### config.mk
export PLATFORM = sky130hd
export DESIGN_NAME = lfu_cell
export DESIGN_NICKNAME = d
export VERILOG_FILES = /design/src/rtl/core/lfu_pkg.sv /design/src/rtl/core/lfu_cell.sv
export SDC_FILE = /design/constraint.sdc
export NUM_CORES = 1
export LEC_CHECK = 0
export BUFFER_PORTS_ARGS = -buffer_cell sky130_fd_sc_hd__buf_2
export CAP_MARGIN = 20
export CORE_AREA = 2 2 164 166
export DETAILED_ROUTE_END_ITERATION = 6
export DIE_AREA = 0 0 166 168
export PLACE_DENSITY = 0.77
export SYNTH_ARGS = -nofsm -noshare
export SYNTH_HDL_FRONTEND = slang
export SYNTH_SLANG_ARGS = --single-unit
### constraint.sdc
create_clock -name clk -period 8.5 [get_ports clk]
set_input_delay 2.125 -clock clk [delete_from_list [all_inputs] [get_ports clk]]
set_output_delay 2.125 -clock clk [all_outputs]
set_load 0.05 [all_outputs]
### src/rtl/core/lfu_pkg.sv
package lfu_pkg;

  localparam int ENTRIES_DEFAULT = 16;
  localparam int CAP_W           = 5;
  localparam logic [CAP_W-1:0] CAP_RESET = 5'd16;
  localparam int COUNT_W         = 16;
  localparam int STAMP_W         = 40;
  localparam int WORD_W          = 32;
  localparam logic [COUNT_W-1:0] COUNT_MAX = 16'hFFFF;

  localparam logic FUNC_GET = 1'b0;
  localparam logic FUNC_PUT = 1'b1;

  typedef enum logic [0:0] {
    ST_IDLE,
    ST_SCAN
  } state_t;

  typedef struct packed {
    logic                     func;
    logic signed [WORD_W-1:0] key;
    logic signed [WORD_W-1:0] value;
  } cmd_t;

  typedef struct packed {
    logic                     found;
    logic signed [WORD_W-1:0] read_value;
    logic                     evicted;
    logic signed [WORD_W-1:0] evicted_key;
  } res_t;

  // running result of the scan, passed cell to cell
  typedef struct packed {
    logic                hit;
    logic [WORD_W-1:0]   hit_data;
    logic                vic;
    logic [COUNT_W-1:0]  vic_count;
    logic [STAMP_W-1:0]  vic_stamp;
    logic [WORD_W-1:0]   vic_key;
    logic                free;
  } scan_t;

  // write-back command broadcast to all cells
  typedef struct packed {
    logic                we;
    logic                insert;
    logic                set_data;
    logic [WORD_W-1:0]   key;
    logic [WORD_W-1:0]   data;
    logic [STAMP_W-1:0]  stamp;
  } wr_t;

endpackage

### src/rtl/core/lfu_cell.sv
module lfu_cell #(
  parameter int ENTRIES = lfu_pkg::ENTRIES_DEFAULT,
  parameter int IDX     = 0,
  localparam int IDX_W  = (ENTRIES > 1) ? $clog2(ENTRIES) : 1,
  localparam int OCC_W  = $clog2(ENTRIES + 1)
) (
  input  logic                        clk,
  input  logic                        rst,
  input  logic [lfu_pkg::WORD_W-1:0]  qkey,
  input  logic                        up_valid,
  input  lfu_pkg::scan_t              up_rec,
  input  logic [IDX_W-1:0]            up_hit_idx,
  input  logic [IDX_W-1:0]            up_vic_idx,
  input  logic [IDX_W-1:0]            up_free_idx,
  input  logic [OCC_W-1:0]            up_occ,
  output logic                        dn_valid,
  output lfu_pkg::scan_t              dn_rec,
  output logic [IDX_W-1:0]            dn_hit_idx,
  output logic [IDX_W-1:0]            dn_vic_idx,
  output logic [IDX_W-1:0]            dn_free_idx,
  output logic [OCC_W-1:0]            dn_occ,
  input  lfu_pkg::wr_t                wr,
  input  logic [IDX_W-1:0]            wr_idx
);

  localparam logic [IDX_W-1:0] MY_IDX = IDX_W'(IDX);

  logic                         valid;
  logic [lfu_pkg::WORD_W-1:0]   key;
  logic [lfu_pkg::WORD_W-1:0]   data;
  logic [lfu_pkg::COUNT_W-1:0]  count;
  logic [lfu_pkg::STAMP_W-1:0]  stamp;

  lfu_pkg::scan_t       rec_next;
  logic [IDX_W-1:0]     hit_idx_next;
  logic [IDX_W-1:0]     vic_idx_next;
  logic [IDX_W-1:0]     free_idx_next;
  logic [OCC_W-1:0]     occ_next;
  logic                 sel;

  always_comb begin
    rec_next      = up_rec;
    hit_idx_next  = up_hit_idx;
    vic_idx_next  = up_vic_idx;
    free_idx_next = up_free_idx;
    occ_next      = up_occ;
    if (valid) begin
      occ_next = up_occ + 1'b1;
      if (!up_rec.hit && key == qkey) begin
        rec_next.hit      = 1'b1;
        rec_next.hit_data = data;
        hit_idx_next      = MY_IDX;
      end
      if (!up_rec.vic || count < up_rec.vic_count ||
          (count == up_rec.vic_count && stamp < up_rec.vic_stamp)) begin
        rec_next.vic       = 1'b1;
        rec_next.vic_count = count;
        rec_next.vic_stamp = stamp;
        rec_next.vic_key   = key;
        vic_idx_next       = MY_IDX;
      end
    end else if (!up_rec.free) begin
      rec_next.free = 1'b1;
      free_idx_next = MY_IDX;
    end
  end

  assign sel = wr.we && (wr_idx == MY_IDX);

  always_ff @(posedge clk) begin
    if (rst) begin
      dn_valid <= 1'b0;
      valid    <= 1'b0;
    end else begin
      dn_valid <= up_valid;
      if (sel && wr.insert) begin
        valid <= 1'b1;
      end
    end
  end

  always_ff @(posedge clk) begin
    if (up_valid) begin
      dn_rec      <= rec_next;
      dn_hit_idx  <= hit_idx_next;
      dn_vic_idx  <= vic_idx_next;
      dn_free_idx <= free_idx_next;
      dn_occ      <= occ_next;
    end
    if (sel) begin
      stamp <= wr.stamp;
      if (wr.insert) begin
        key   <= wr.key;
        data  <= wr.data;
        count <= lfu_pkg::COUNT_W'(1);
      end else begin
        if (wr.set_data) begin
          data <= wr.data;
        end
        if (count != lfu_pkg::COUNT_MAX) begin
          count <= count + 1'b1;
        end
      end
    end
  end

endmodule
==> results.txt <==
Setup ws final: 2950 ps
Avg Cell Area, Syn: 12.7 µm²
Net count after synthesis: 1,327
DP Area: 15,000 µm²
Yosys synthesis warning count: 0
Synth async-reset ratio: 0%
WL per Instance: 20.8 µm
CTS sink cnt: 262
Leakage: 6.39 nW
First-pass GRT wire length: 54,800 µm
Pwr/cell area: 202 nW/µm²
Hold_buf cts: 0
DR DRC count: 0
Gr usage total: 25.1%
Netlist cell types: 41
Final hold vios: 0
Chip width: 166 µm
CP startpoint kind: input port
Placeable Area: 26,400 µm²
Layout cell share with drive strength beyond 1: 38.3%
Critical path arrival: 5800 ps
Die area: 27,900 µm²
1st-iter DRT viols: 853
Worst path required time: 8750 ps
P&R area growth vs syn: 27.6%
Slew margin rel.: 26.2%
RSZ-0062 raised after global routing: no
Initial core utilization: 47.6%
Minimum clock period: 5550 ps
Setup WS pre-CTS: 2380 ps
Top area cells in the synthesized netlist: edfxtp_1, ha_1, o221ai_1, nand3_1, nand2_1
IO Port Bufs: 426
Setup tns final: 0 ps
Final GP Congestion: 0.910
Worst VDD drop: 156 µV
Ys flop type: edfxtp_1
Total number of vias: 9,843
Initial antenna violation count: 19
Synthesized flop and latch total: 262
Post-synthesis sequential area ratio: 62.6%
Tightest Pin Transition: 1110 ps
Num CTS Buffers: 29
Final setup fails: 0
Top cells by count, synth: edfxtp_1, nand2_1, nand3_1
Pre-antenna DRT Iters: 5
Clock skew: 10.2 ps
Yosys top cell area share: 62.3%
Vias in the first global route: 9,866
Worst min path class: reg -> reg
Largest net degree at the start of global routing: 91
Post_cts resized: 0
Count leader, synth: edfxtp_1
Clk buf depth: 3
Area leader, netlist: edfxtp_1
Fin util: 60.7%
Nature of the critical path endpoint: flop
Die Y: 168 µm
Final nets: 1,735
Detail Route Antenna Nets: 0
Final Cycle Share: 65.3%
Number of flops mapped to enable cells by yosys: 260
HPWL after DPL: 26,300 µm
Final wirelength: 36,900 µm
Max-cap violation count: 0
TritonCTS clock tree: done
Final non-filler cell total: 1,774
Fill cell count: 2,122
Post-Place Cells: 1,701
GRT Residual Overflow: 0
Post-synthesis cell count: 984
Vias per cell: 5.55
I/O Pins: 427
Site Rows: 60
Status: finished clean
Final instance area: 16,000 µm²
Clock root cell: clkbuf_16
Post-CTS Setup Bufs: 0
Max Freq: 0.180 GHz
Clk Latency, worst-skew pair: 540 ps
H-tree depth: 1
Setup CP Type: in -> reg
Pins over their slew limit: 0
Clock transition at the registers of the reported paths: 60 ps
Critical path fanouts, max: 90
Synthesized area: 12,500 µm²
## layer usage
layer,vias up,track usage [%],wire [µm]
met3,108,5.97,3090
met5,-,0,0
met2,493,42.8,18200
li1,4539,-,-
met4,0,12.0,1840
met1,4703,30.3,13800
## logic make-up after synthesis
| family | Yosys count | share of synthesized area (%) |
|---|---|---|
| simple gates | 299 | 11.2 |
| flops | 262 | 62.6 |
| buf+inv | 145 | 4.64 |
| compound gates | 142 | 9.70 |
| fa+ha+maj | 57 | 5.69 |
| xor+xnor | 46 | 3.21 |
| mux | 33 | 2.96 |
## per-stage QoR
step,power [mW],hold slack (ps)
floorplan,1.80,523
global placement,1.96,524
detailed placement,1.97,532
CTS,3.26,548
global route,3.34,566
finish,3.24,548
## path summary, 6_finish.rpt
path	slack (ps)	startpoint	endpoint	cells after the start
hold reg to reg	550	data[1]	dn_rec[91]	1
setup reg to reg	4280	stamp[37]	dn_rec[1]	9
setup / recovery	2950	up_rec[70]	dn_rec[1]	11
hold / removal	550	data[1]	dn_rec[91]	1
## state kept, by name, summed over array words and instances (netlist names)
name,count
dn_occ,5
count,16
dn_hit_idx,4
valid,1
stamp,40
dn_free_idx,4
key,32
data,32
dn_valid,1
dn_vic_idx,4
dn_rec,123
## power breakdown
group          switching, mW  leakage, nW  internal, mW
clock                  0.522        0.477         0.775
combinational          0.302         3.45         0.137
sequential            0.0188         2.46          1.49
## layout make-up
class	count	area (µm²)	area share, %
multi-input cells	577	4150	25.9
repair buffers	433	2220	13.9
flip-flops and latches	262	7850	49.1
clock inverters	21	236	1.48
clock buffers	32	737	4.60
well taps	341	427	2.67
inverters	89	334	2.09
diodes	19	47.5	0.297
## worst max-delay path: stages
cell      delay (ps)
buf_2             90
inv_1             50
ha_1             300
nand4_1          180
nor4_1           410
nand2_1          170
nor4_1           340
or4_4            920
and2_4           610
buf_16           330
o221ai_1         190
## layout by cell type, fill, tap and decap left out, drive strengths merged, types with 2 or more instances in the layout
master | netlist | final
inv | 89 | 89
nor2b | 12 | 12
nor3 | 7 | 7
nor4 | 6 | 6
or3 | 4 | 4
nand2 | 113 | 113
a21boi | 5 | 5
edfxtp | 260 | 260
xor2 | 19 | 19
a21oi | 25 | 25
nand4 | 16 | 16
and4 | 2 | 2
a21o | 2 | 2
and2 | 5 | 5
bufinv | 0 | 5
a211oi | 3 | 3
o221ai | 88 | 88
nand2b | 4 | 4
diode | 0 | 19
mux2 | 33 | 33
nand3 | 102 | 102
ha | 57 | 57
xnor2 | 27 | 27
clkinv | 0 | 15
dfxtp | 2 | 2
clkbuf | 43 | 32
nor2 | 22 | 22
o21ai | 13 | 13
buf | 13 | 433
nor3b | 2 | 2
(Power assumes the default switching activity.)
